--- src/hw/rtl/sffm_pkg.sv ---
// ----------------------------------------------------------------------------
// sffm_pkg
// Shared types and constants of the sensor fault and freeze monitor.
// ----------------------------------------------------------------------------
package sffm_pkg;

  localparam int unsigned SffmChannels = 4;

  localparam int unsigned ChanW   = 2;
  localparam int unsigned RawW    = 12;
  localparam int unsigned TenthsW = 12;
  localparam int unsigned ActW    = 3;
  localparam int unsigned ErrCntW = 3;
  localparam int unsigned FrzCntW = 10;
  localparam int unsigned CfgW    = 10;

  localparam logic signed [RawW-1:0] DisconnectedRaw = -12'sd2032;

  localparam logic [ActW-1:0]    ActiveReset      = 3'd0;
  localparam logic [ErrCntW-1:0] ErrorLimitReset  = 3'd5;
  localparam logic [FrzCntW-1:0] FreezeLimitReset = 10'd600;

  typedef enum logic [1:0] {
    CfgActiveChannels = 2'd0,
    CfgErrorLimit     = 2'd1,
    CfgFreezeLimit    = 2'd2
  } sffm_cfg_idx_e;

  typedef struct packed {
    logic [ErrCntW-1:0]        err_cnt;
    logic [FrzCntW-1:0]        frz_cnt;
    logic signed [RawW-1:0]    prev_raw;
    logic signed [TenthsW-1:0] tenths;
    logic                      err_flag;
    logic                      frz_flag;
  } sffm_chan_t;

  typedef struct packed {
    logic                      accepted;
    logic signed [TenthsW-1:0] tenths;
    logic                      value_updated;
    logic                      fault_flag;
    logic                      frozen_flag;
    logic                      fault_raised;
    logic                      fault_cleared;
    logic                      freeze_raised;
    logic                      freeze_cleared;
  } sffm_res_t;

endpackage

--- src/hw/rtl/sensor_fault_freeze_monitor.sv ---
// ----------------------------------------------------------------------------
// sensor_fault_freeze_monitor
// Per-channel disconnect and freeze detection on raw temperature readings.
//
//   channel  | handshake                | payload
//   ---------+--------------------------+-----------------------------------
//   in       | in_valid_i / in_ready_o  | channel_i, raw_reading_i
//   out      | out_valid_o / out_ready_i| out_channel_o .. freeze_cleared_o
//   config   | cfg_we_i (no wait)       | cfg_addr_i, cfg_wdata_i
//
// one request per cycle unless a stalled result holds the input; a request
// passes the input register, then the result register, and the channel state
// read-modify-write happens between the two, so back-to-back readings of one
// channel need no bypass; reset clears all channel state and loads the register defaults
// a stalled output holds one result and one buffered request
// ----------------------------------------------------------------------------
module sensor_fault_freeze_monitor import sffm_pkg::*; #(
  parameter int unsigned CHANNELS = SffmChannels
) (
  input  logic                      clk_i,
  input  logic                      rst_ni,
  input  logic                      cfg_we_i,
  input  logic [1:0]                cfg_addr_i,
  input  logic [CfgW-1:0]           cfg_wdata_i,
  input  logic                      in_valid_i,
  output logic                      in_ready_o,
  input  logic [ChanW-1:0]          channel_i,
  input  logic signed [RawW-1:0]    raw_reading_i,
  output logic                      out_valid_o,
  input  logic                      out_ready_i,
  output logic [ChanW-1:0]          out_channel_o,
  output logic                      accepted_o,
  output logic signed [TenthsW-1:0] tenths_value_o,
  output logic                      value_updated_o,
  output logic                      fault_flag_o,
  output logic                      frozen_flag_o,
  output logic                      fault_raised_o,
  output logic                      fault_cleared_o,
  output logic                      freeze_raised_o,
  output logic                      freeze_cleared_o
);

  logic [ActW-1:0]        active_q;
  logic [ErrCntW-1:0]     err_limit_q;
  logic [FrzCntW-1:0]     frz_limit_q;

  logic                   s1_valid_q;
  logic [ChanW-1:0]       s1_chan_q;
  logic signed [RawW-1:0] s1_raw_q;
  logic                   s1_adv;

  logic                   out_valid_q;
  logic [ChanW-1:0]       out_chan_q;
  sffm_res_t              out_res_q;

  sffm_chan_t             st_rd;
  sffm_chan_t             st_nxt;
  sffm_res_t              res_d;
  logic                   upd_en;

  // configuration
  always_ff @(posedge clk_i or negedge rst_ni) begin
    if (!rst_ni) begin
      active_q    <= ActiveReset;
      err_limit_q <= ErrorLimitReset;
      frz_limit_q <= FreezeLimitReset;
    end else if (cfg_we_i) begin
      case (sffm_cfg_idx_e'(cfg_addr_i))
        CfgActiveChannels: active_q    <= cfg_wdata_i[ActW-1:0];
        CfgErrorLimit:     err_limit_q <= cfg_wdata_i[ErrCntW-1:0];
        CfgFreezeLimit:    frz_limit_q <= cfg_wdata_i[FrzCntW-1:0];
        default: ;
      endcase
    end
  end

  assign s1_adv     = s1_valid_q && (!out_valid_q || out_ready_i);
  assign in_ready_o = !s1_valid_q || s1_adv;

  // input register
  always_ff @(posedge clk_i or negedge rst_ni) begin
    if (!rst_ni) begin
      s1_valid_q <= 1'b0;
    end else if (in_ready_o) begin
      s1_valid_q <= in_valid_i;
    end
  end

  always_ff @(posedge clk_i) begin
    if (in_ready_o && in_valid_i) begin
      s1_chan_q <= channel_i;
      s1_raw_q  <= raw_reading_i;
    end
  end

  sffm_chan_state #(
    .CHANNELS (CHANNELS)
  ) u_state (
    .clk_i     (clk_i),
    .rst_ni    (rst_ni),
    .rd_chan_i (s1_chan_q),
    .rd_data_o (st_rd),
    .wr_en_i   (s1_adv && upd_en),
    .wr_chan_i (s1_chan_q),
    .wr_data_i (st_nxt)
  );

  sffm_update #(
    .CHANNELS (CHANNELS)
  ) u_update (
    .chan_i      (s1_chan_q),
    .raw_i       (s1_raw_q),
    .active_i    (active_q),
    .err_limit_i (err_limit_q),
    .frz_limit_i (frz_limit_q),
    .st_i        (st_rd),
    .nxt_o       (st_nxt),
    .wr_en_o     (upd_en),
    .res_o       (res_d)
  );

  // result register
  always_ff @(posedge clk_i or negedge rst_ni) begin
    if (!rst_ni) begin
      out_valid_q <= 1'b0;
    end else if (!out_valid_q || out_ready_i) begin
      out_valid_q <= s1_valid_q;
    end
  end

  always_ff @(posedge clk_i) begin
    if (s1_adv) begin
      out_chan_q <= s1_chan_q;
      out_res_q  <= res_d;
    end
  end

  assign out_valid_o      = out_valid_q;
  assign out_channel_o    = out_chan_q;
  assign accepted_o       = out_res_q.accepted;
  assign tenths_value_o   = out_res_q.tenths;
  assign value_updated_o  = out_res_q.value_updated;
  assign fault_flag_o     = out_res_q.fault_flag;
  assign frozen_flag_o    = out_res_q.frozen_flag;
  assign fault_raised_o   = out_res_q.fault_raised;
  assign fault_cleared_o  = out_res_q.fault_cleared;
  assign freeze_raised_o  = out_res_q.freeze_raised;
  assign freeze_cleared_o = out_res_q.freeze_cleared;

  // ignored channel reports nothing but its number
  a_ignored_quiet: assert property (@(posedge clk_i) disable iff (!rst_ni)
    out_valid_o && !accepted_o |-> !(value_updated_o || fault_flag_o || frozen_flag_o ||
      fault_raised_o || freeze_raised_o || fault_cleared_o || freeze_cleared_o))
    else $error("ignored channel result carries flags");

  // a good reading always clears the error flag
  a_good_clears_fault: assert property (@(posedge clk_i) disable iff (!rst_ni)
    out_valid_o && value_updated_o |-> !fault_flag_o && !fault_raised_o)
    else $error("good reading left error flag set");

  // raise events agree with the flags they report
  a_raise_flags: assert property (@(posedge clk_i) disable iff (!rst_ni)
    out_valid_o && (fault_raised_o || freeze_raised_o) |->
      (!fault_raised_o || fault_flag_o) && (!freeze_raised_o || frozen_flag_o))
    else $error("raise event without flag");

  // input stalls only behind a stalled result
  a_stall_cause: assert property (@(posedge clk_i) disable iff (!rst_ni)
    !in_ready_o |-> out_valid_o && !out_ready_i)
    else $error("input stalled with free result register");

endmodule

--- src/hw/rtl/sffm_chan_state.sv ---
// ----------------------------------------------------------------------------
// sffm_chan_state
// Per-channel state registers, one read port and one write port.
// ----------------------------------------------------------------------------
module sffm_chan_state import sffm_pkg::*; #(
  parameter int unsigned CHANNELS = SffmChannels
) (
  input  logic       clk_i,
  input  logic       rst_ni,
  input  logic [ChanW-1:0] rd_chan_i,
  output sffm_chan_t rd_data_o,
  input  logic       wr_en_i,
  input  logic [ChanW-1:0] wr_chan_i,
  input  sffm_chan_t wr_data_i
);

  localparam int unsigned IdxW = (CHANNELS > 1) ? $clog2(CHANNELS) : 1;

  sffm_chan_t            state_q [CHANNELS];
  logic [IdxW+ChanW-1:0] rd_wide;
  logic [IdxW+ChanW-1:0] wr_wide;
  logic [IdxW-1:0]       rd_idx;
  logic [IdxW-1:0]       wr_idx;

  assign rd_wide = (IdxW+ChanW)'(rd_chan_i);
  assign wr_wide = (IdxW+ChanW)'(wr_chan_i);
  assign rd_idx  = rd_wide[IdxW-1:0];
  assign wr_idx  = wr_wide[IdxW-1:0];

  assign rd_data_o = state_q[rd_idx];

  always_ff @(posedge clk_i or negedge rst_ni) begin
    if (!rst_ni) begin
      for (int i = 0; i < CHANNELS; i++) begin
        state_q[i] <= '0;
      end
    end else if (wr_en_i) begin
      state_q[wr_idx] <= wr_data_i;
    end
  end

endmodule

--- src/hw/rtl/sffm_update.sv ---
// ----------------------------------------------------------------------------
// sffm_update
// Next channel state and result fields for one reading.
// ----------------------------------------------------------------------------
module sffm_update import sffm_pkg::*; #(
  parameter int unsigned CHANNELS = SffmChannels
) (
  input  logic [ChanW-1:0]       chan_i,
  input  logic signed [RawW-1:0] raw_i,
  input  logic [ActW-1:0]        active_i,
  input  logic [ErrCntW-1:0]     err_limit_i,
  input  logic [FrzCntW-1:0]     frz_limit_i,
  input  sffm_chan_t             st_i,
  output sffm_chan_t             nxt_o,
  output logic                   wr_en_o,
  output sffm_res_t              res_o
);

  logic                      in_use;
  logic                      is_disc;
  logic [RawW-1:0]           mag;
  logic [14:0]               scaled;
  logic [10:0]               quot;
  logic signed [TenthsW-1:0] conv;
  logic [ErrCntW:0]          err_inc;
  logic [FrzCntW:0]          frz_inc;

  assign in_use  = ({1'b0, chan_i} < active_i) && (32'(chan_i) < 32'(CHANNELS));
  assign is_disc = (raw_i == DisconnectedRaw);
  assign wr_en_o = in_use;

  // tenths = (|raw| * 10 + 8) >> 4, sign restored
  assign mag    = raw_i[RawW-1] ? 12'(-raw_i) : 12'(raw_i);
  assign scaled = (15'(mag) << 3) + (15'(mag) << 1) + 15'd8;
  assign quot   = scaled[14:4];
  assign conv   = raw_i[RawW-1] ? -$signed({1'b0, quot}) : $signed({1'b0, quot});

  assign err_inc = {1'b0, st_i.err_cnt} + 4'd1;
  assign frz_inc = {1'b0, st_i.frz_cnt} + 11'd1;

  always_comb begin
    nxt_o = st_i;
    res_o = '0;

    if (is_disc) begin
      if (err_inc > {1'b0, err_limit_i}) begin
        nxt_o.err_cnt  = err_limit_i;
        nxt_o.err_flag = 1'b1;
      end else begin
        nxt_o.err_cnt = err_inc[ErrCntW-1:0];
      end
    end else begin
      nxt_o.tenths   = conv;
      nxt_o.err_cnt  = '0;
      nxt_o.err_flag = 1'b0;
    end

    if (raw_i == st_i.prev_raw) begin
      if (frz_inc > {1'b0, frz_limit_i}) begin
        nxt_o.frz_cnt  = frz_limit_i;
        nxt_o.frz_flag = 1'b1;
      end else begin
        nxt_o.frz_cnt  = frz_inc[FrzCntW-1:0];
        nxt_o.frz_flag = 1'b0;
      end
    end else begin
      nxt_o.frz_cnt  = '0;
      nxt_o.prev_raw = raw_i;
      nxt_o.frz_flag = 1'b0;
    end

    if (in_use) begin
      res_o.accepted       = 1'b1;
      res_o.tenths         = nxt_o.tenths;
      res_o.value_updated  = !is_disc;
      res_o.fault_flag     = nxt_o.err_flag;
      res_o.frozen_flag    = nxt_o.frz_flag;
      res_o.fault_raised   = !st_i.err_flag && nxt_o.err_flag;
      res_o.fault_cleared  = st_i.err_flag && !nxt_o.err_flag;
      res_o.freeze_raised  = !st_i.frz_flag && nxt_o.frz_flag;
      res_o.freeze_cleared = st_i.frz_flag && !nxt_o.frz_flag;
    end
  end

endmodule

--- config.mk ---
export PLATFORM = sky130hd
export DESIGN_NAME = sensor_fault_freeze_monitor
export DESIGN_NICKNAME = d
export VERILOG_FILES = /design/src/hw/rtl/sffm_pkg.sv /design/src/hw/rtl/sensor_fault_freeze_monitor.sv /design/src/hw/rtl/sffm_chan_state.sv /design/src/hw/rtl/sffm_update.sv
export SDC_FILE = /design/constraint.sdc
export NUM_CORES = 1
export LEC_CHECK = 0
export BUFFER_PORTS_ARGS = -buffer_cell sky130_fd_sc_hd__buf_4
export CORE_MARGIN = 4
export CORE_UTILIZATION = 40
export DETAILED_ROUTE_END_ITERATION = 6
export GPL_TIMING_DRIVEN = 0
export SETUP_SLACK_MARGIN = 0.05
export SLEW_MARGIN = 20
export SYNTH_ARGS = -nofsm -noshare
export SYNTH_HDL_FRONTEND = slang
export SYNTH_SLANG_ARGS = --single-unit
--- constraint.sdc ---
create_clock -name clk_i -period 6.18 [get_ports clk_i]
set_input_delay 0.618 -clock clk_i [delete_from_list [all_inputs] [get_ports clk_i]]
set_output_delay 0.618 -clock clk_i [all_outputs]
set_load 0.01 [all_outputs]
After elaboration in Yosys (flattened, before gate mapping)
Index checks and enable logic that the tools add are counted.
{ "op_classes": {"n_addsub": 6, "n_mul": 0, "n_div": 0, "order_cmp": 5, "eq_ne": 4, "shifts": 0, "muxes": 19, "bitwise_logic": 1, "reduce_logical": 21} }
{ "ops": {"columns": ["operator", "n"], "rows": [
  ["bitwise mux 156 bit", 1],
  ["2-to-1 mux 39 bit", 3],
  ["binary-select mux 39 bit (select 2 bit)", 1],
  ["demux 39 bit (select 2 bit)", 1],
  ["2-to-1 mux 12 bit", 4],
  ["2-to-1 mux 10 bit", 2],
  ["2-to-1 mux 20 bit", 1],
  ["adder 15 x 13 -> 15 bit", 1],
  ["adder 15 x 4 -> 15 bit, second input constant", 1],
  ["== test 12 bit", 1],
  ["== test 12 bit, second input constant", 1],
  ["negation 11 -> 12 bit", 1],
  ["negation 12 bit", 1],
  ["adder 10 x 1 -> 11 bit, second input constant", 1],
  ["> comparator 11 x 10 -> 1 bit", 1],
  ["logical AND 1 bit", 8],
  ["logical NOT 1 bit", 7],
  ["2-to-1 mux 3 bit", 2],
  ["AND reduction 2 bit", 3],
  ["adder 3 x 1 -> 4 bit, second input constant", 1],
  ["> comparator 4 x 3 -> 1 bit", 1],
  ["2-to-1 mux 1 bit", 4],
  ["greater-or-equal comparator 3 bit, second input constant", 1],
  ["less-than comparator 2 x 3 -> 1 bit", 1],
  ["other kinds (6)", 7]
]} }
{ "word_totals": {"ff_bits": 210, "latchBits": 0, "ramBits": 0, "mem_bits_ro": 0, "inputBits": 31, "output_inout_bits": 24, "elab_cells": 97, "mem_count": 0} }

Longest topological paths before layout
{ "logic_depth": {"ltp_word": 11, "ltp_mapped": 17, "mapped_depth_nobuf": 16} }

Hierarchy
Synthesis repeated with hierarchy kept, for this count alone.
{ "unflattened": {"hier_cells": 795, "area_unflattened_um2": 10865.4} }
{ "by_module_without_submodules": {"columns": ["module", "n_inst", "cells_each", "area_each_um2", "seq_area_each_um2"], "rows": [
  ["sffm_chan_state", 1, 379, 6725.2, 3903.7],
  ["sffm_update", 1, 335, 2299.7, 0.0],
  ["sensor_fault_freeze_monitor", 1, 81, 1840.5, 1539.0]
]} }

Least setup slack after synthesis
No wires, ideal clock.
{ "synth_timing": {"path_type": "reg2reg", "start": "register s1_raw_q[11]", "end": "register out_res_q (netlist bit tenths_value_o[10]), data pin", "setup_time_ns": 0.275, "arrival_time_ns": 4.184, "t_required_ns": 5.905, "setup_slack_ns": 1.722, "stages_incl_launch_ff": 15, "path_buffers": 3, "period_less_slack_ns": 4.458, "cell_sequence": "edfxtp_1 -> clkbuf_1 -> clkbuf_1 -> clkbuf_1 -> nand2_1 -> xnor2_1 -> ha_1 -> fa_1 -> a211oi_2 -> nor4b_1 -> a311o_1 -> or4b_4 -> nor4_4 -> mux2i_1 -> nor3_1"} }
{ "synth_between": {"elab_chain_len": 7, "word_cells_on_any_way": 8, "classes_between": "add/sub: 4; eq/ne: 1; mux: 3"} }
{ "synth_rtl": {"columns": ["item", "line", "rtl"], "rows": [
  ["from (decl)", "sensor_fault_freeze_monitor.sv:49", "logic signed [RawW-1:0] s1_raw_q;"],
  ["from (signal assigned)", "sensor_fault_freeze_monitor.sv:92", "s1_raw_q <= raw_reading_i;"],
  ["negation 12 bit", "sffm_update.sv:33", "assign mag = raw_i[RawW-1] ? 12'(-raw_i) : 12'(raw_i);"],
  ["2-to-1 mux 12 bit", "sffm_update.sv:33", null],
  ["adder 15 x 13 -> 15 bit", "sffm_update.sv:34", "assign scaled = (15'(mag) << 3) + (15'(mag) << 1) + 15'd8;"],
  ["adder 15 x 4 -> 15 bit", "sffm_update.sv:34", null],
  ["negation 11 -> 12 bit", "sffm_update.sv:36", "assign conv = raw_i[RawW-1] ? -$signed({1'b0, quot}) : $signed({1'b0, quot});"],
  ["2-to-1 mux 12 bit", "sffm_update.sv:36", null],
  ["2-to-1 mux 12 bit *", "sffm_update.sv:45", "if (is_disc) begin"],
  ["to (signal assigned)", "sensor_fault_freeze_monitor.sv:134", "out_res_q <= res_d;"],
  ["to (decl)", "sensor_fault_freeze_monitor.sv:54", "sffm_res_t out_res_q;"]
]} }
Every way passes the cells marked *; elsewhere a longest branch is shown, timed or not.
A chain may end at the register's enable or synchronous reset.

Final worst setup path
{ "layout_timing": {"start": "register s1_raw_q[11]", "end": "register out_res_q (netlist bit tenths_value_o[9]), data pin"} }
Same word-level chain as after synthesis.

==> impl_metrics.toml <==
[layout]
diodes = 0
nNetsFinal = 1179
drive_gt1_frac = 0.159
syn_to_final_growth_pct = 16.7
instances_no_fill = 1464

[routing]
viasPerCell = 5.46
initialDrtViolationCount = 604
ant_nets = 0
vias = 7997
drc = 0
wl_per_cell_um = 18.6
wirelength_mm = 27.2
drt_first_pass_iters = 5

[global_routing]
gr-usage-all-layers = 0.188
grt_pass1_wl_mm = 44.1
antenna_found_initial = 0
grt-ovfl-total = 0
grt_pass1_vias = 8030
grt_start_max_net_pins = 97

[place]
gp_congestion = 0.849
io_buffers = 54
place_inst = 1418
dpl.hpwl_mm = 18.5

[critical_path]
worstSetupEndpointType = "register"
r2r_cells = 14
critPathRequiredTime_ns = 6.40
ff2ff_setup_slack_ns = 0.86
path_class = "register to register"
crit_path_start_kind = "register"
worstPathMaxFanout = 10
crit_arrival_ns = 5.54

[pwr]
share_seq_of_total_power = 0.417
sw_frac_of_total = 0.300
comb_power_share = 0.247
p_leak_nw = 5.62
ir_drop_uv = 188
powerDensity_mw_per_mm2 = 367
internal_power_mw = 3.20
clkPwrFrac = 0.337
netSwitchingPower_mw = 1.37

[clock_network]
cts_root_buffer = "clkbuf_16"
postCtsSetupRepairBufs = 0
post_cts_resized = 0
clkTransAtPathRegs_ns = 0.06
htreeDepth = 1
numCtsBuffers = 25
clockBufferDepth = 3
cts_tree = "done"
insertion_delay_ns = 0.53
cts.sink_count = 210
holdBufCountCts = 0

[timing]
finalMaxSlewViolations = 0
min_period_ns = 5.32
setup_viol = 0
rsz0062_at_grt = "false"
period_share = 0.860
setup_tns_ns = 0
skew_ns = 0.0178
relSlewSlack = 0.363
tightest_slew_ns = 0.953
hold_viol_final = 0
fmax_mhz = 188

[die]
core_area_mm2 = 0.0262
ios = 55
die_area_mm2 = 0.0294
rows = 59
initial_core_util = 0.408
die_y_um = 171
fp.dieW_um = 171

[synthesis]
synth_edf_count = 36
synth_area_mm2 = 0.0107
seq_area_frac_synth = 0.509
synth_top_flop_cell = "dfrtp_1"
synth_nets = 1095
syn_avg_cell_area_um2 = 10.4
ys.warnings.count = 0
async_reset_ff_frac = 0.829
ys_seq_elements = 210
synth_cells = 1026
ys_types = 61

[worst_hold_path]
hold_path.class = "input pin to async pin"

[flow_run]
maxCapViolCount = 0

[run_status]
status = "completed"
[per-layer routing]
layer  share of wire  GRT usage  vias to the layer above
li1                -          -                     3795
met1            0.47      0.270                     3969
met2            0.47      0.309                      200
met3           0.047     0.0248                       33
met4           0.017     0.0382                        0
met5               0          0                        -
[worst paths after layout]
check                                        from                               to
setup reg to reg           s1_raw_q[11]$_DFFE_PP_  tenths_value_o[9]$_SDFFCE_PN0P_
max in group asynchronous                  rst_ni           s1_valid_q$_DFFE_PN0N_
hold reg to reg            s1_chan_q[0]$_DFFE_PP_       out_channel_o[0]$_DFFE_PP_
hold / removal                             rst_ni  u_state.state_q[84]$_DFFE_PN0P_
setup / recovery           s1_raw_q[11]$_DFFE_PP_  tenths_value_o[9]$_SDFFCE_PN0P_
min in group clk_i               raw_reading_i[0]            s1_raw_q[0]$_DFFE_PP_
[logic make-up (layout without fill, tap and decap cells)]
kind of cell             after synthesis  after routing  synth area share
AO/OA/AOI/OAI                        206            206             0.115
XOR/XNOR                              37             37            0.0303
adder cells (fa/ha/maj)               38             38            0.0452
buffers and inverters                 92            195            0.0335
flip-flops                           210            210             0.509
multiplexers                          67             67             0.110
AND/OR/NAND/NOR                      376            376             0.157
[Yosys cell counts (all sizes together), types with 3 or more instances]
cell type  count  area (um2)
nor3b          4        30.0
a21o          10        75.1
mux2          16         180
inv           28         105
a211oi         5        42.5
nor2          33         124
mux2i         12         120
dfrtp        168        4200
o221ai         3        26.3
nand3         10        50.1
buf           10        50.1
nand4          8        50.1
o21ai        127         636
xor2           9        78.8
edfxtp        36        1080
or2            5        31.3
and2           8        51.3
nand2        252         946
and4           4        35.0
nor2b          6        37.5
dfstp          6         158
nand2b         8        50.1
and3           9        56.3
o31ai         15         118
o211ai         9        67.6
a31oi          4        25.0
nor4           5        46.3
mux4          39         878
ha            37         463
a21oi         12        60.1
nor3          10        55.1
or3            3        18.8
xnor2         28         245
nand3b         6        45.0
clkbuf        54         203
[flip-flops by register name (all words and copies together), names as in the netlist, 2 cells and up]
register and flops:
frz_limit_q 10, s1_raw_q 12, u_state.state_q 156, out_channel_o 2
active_q 3, s1_chan_q 2, err_limit_q 3, tenths_value_o 12
[stage by stage]
| step | power [mW] | hold WS [ns] | area (um2) | setup WS (ns) | util |
|---|---|---|---|---|---|
| after floorplan | 2.69 | 0.322 | 10700 | 1.72 | - |
| after global placement | 3.00 | 0.431 | 11500 | 0.890 | 0.439 |
| after detailed placement | 3.05 | 0.435 | 11600 | 0.916 | 0.443 |
| after CTS | 4.60 | 0.108 | 12500 | 0.893 | 0.476 |
| after global routing | 4.83 | 0.140 | 12500 | 0.432 | 0.476 |
| final | 4.57 | 0.0903 | 12500 | 0.862 | 0.476 |
[critical path, stage by stage (launching register included)]
cell	delay, ns
edfxtp_1	0.35
clkbuf_1	0.42
clkbuf_1	0.41
clkbuf_1	0.39
nand2_1	0.12
xnor2_1	0.24
ha_1	0.31
fa_1	0.50
a211oi_2	0.28
nor4b_1	0.09
a311o_1	0.39
or4b_4	0.61
o21ai_0	0.26
xor2_1	0.47
a211oi_1	0.16
[power by group through the flow]
stage | registers (mW) | logic [mW] | clock network (mW)
floorplan | 1.89 | 0.808 | 0
global placement | 1.91 | 1.09 | 0
detailed placement | 1.92 | 1.12 | 0
CTS | 1.90 | 1.13 | 1.57
global route | 1.94 | 1.27 | 1.62
finish | 1.91 | 1.13 | 1.54
[layout by cell type, fill, tap and decap left out, drive strengths merged, types with 3 or more instances in the layout]
master	count
nor4	5
o21ai	127
mux4	39
nand4	8
xor2	9
nor2	33
a31oi	4
a21oi	12
mux2i	12
nor3	10
clkbuf	88
a21o	10
or2	5
o221ai	3
mux2	16
a211oi	5
nand2b	8
and3	9
nor2b	6
edfxtp	36
ha	37
buf	67
nand3	10
o31ai	15
xnor2	28
bufinv	4
dfrtp	168
clkinv	6
nand2	252
nand3b	6
inv	30
and4	4
and2	8
o211ai	9
dfstp	6
nor3b	4
or3	3
[area by class of cell]
type                       count  area [um2]
fill                        2442       13700
sequential                   210        5440
multi-input combinational    724        4890
clock buffer                  34         701
timing repair buffer          57         495
tap                          335         419
buffer                        64         254
clock inverter                12         168
inverter                      28         105
Note: power is estimated with default switching activity, not from simulation.
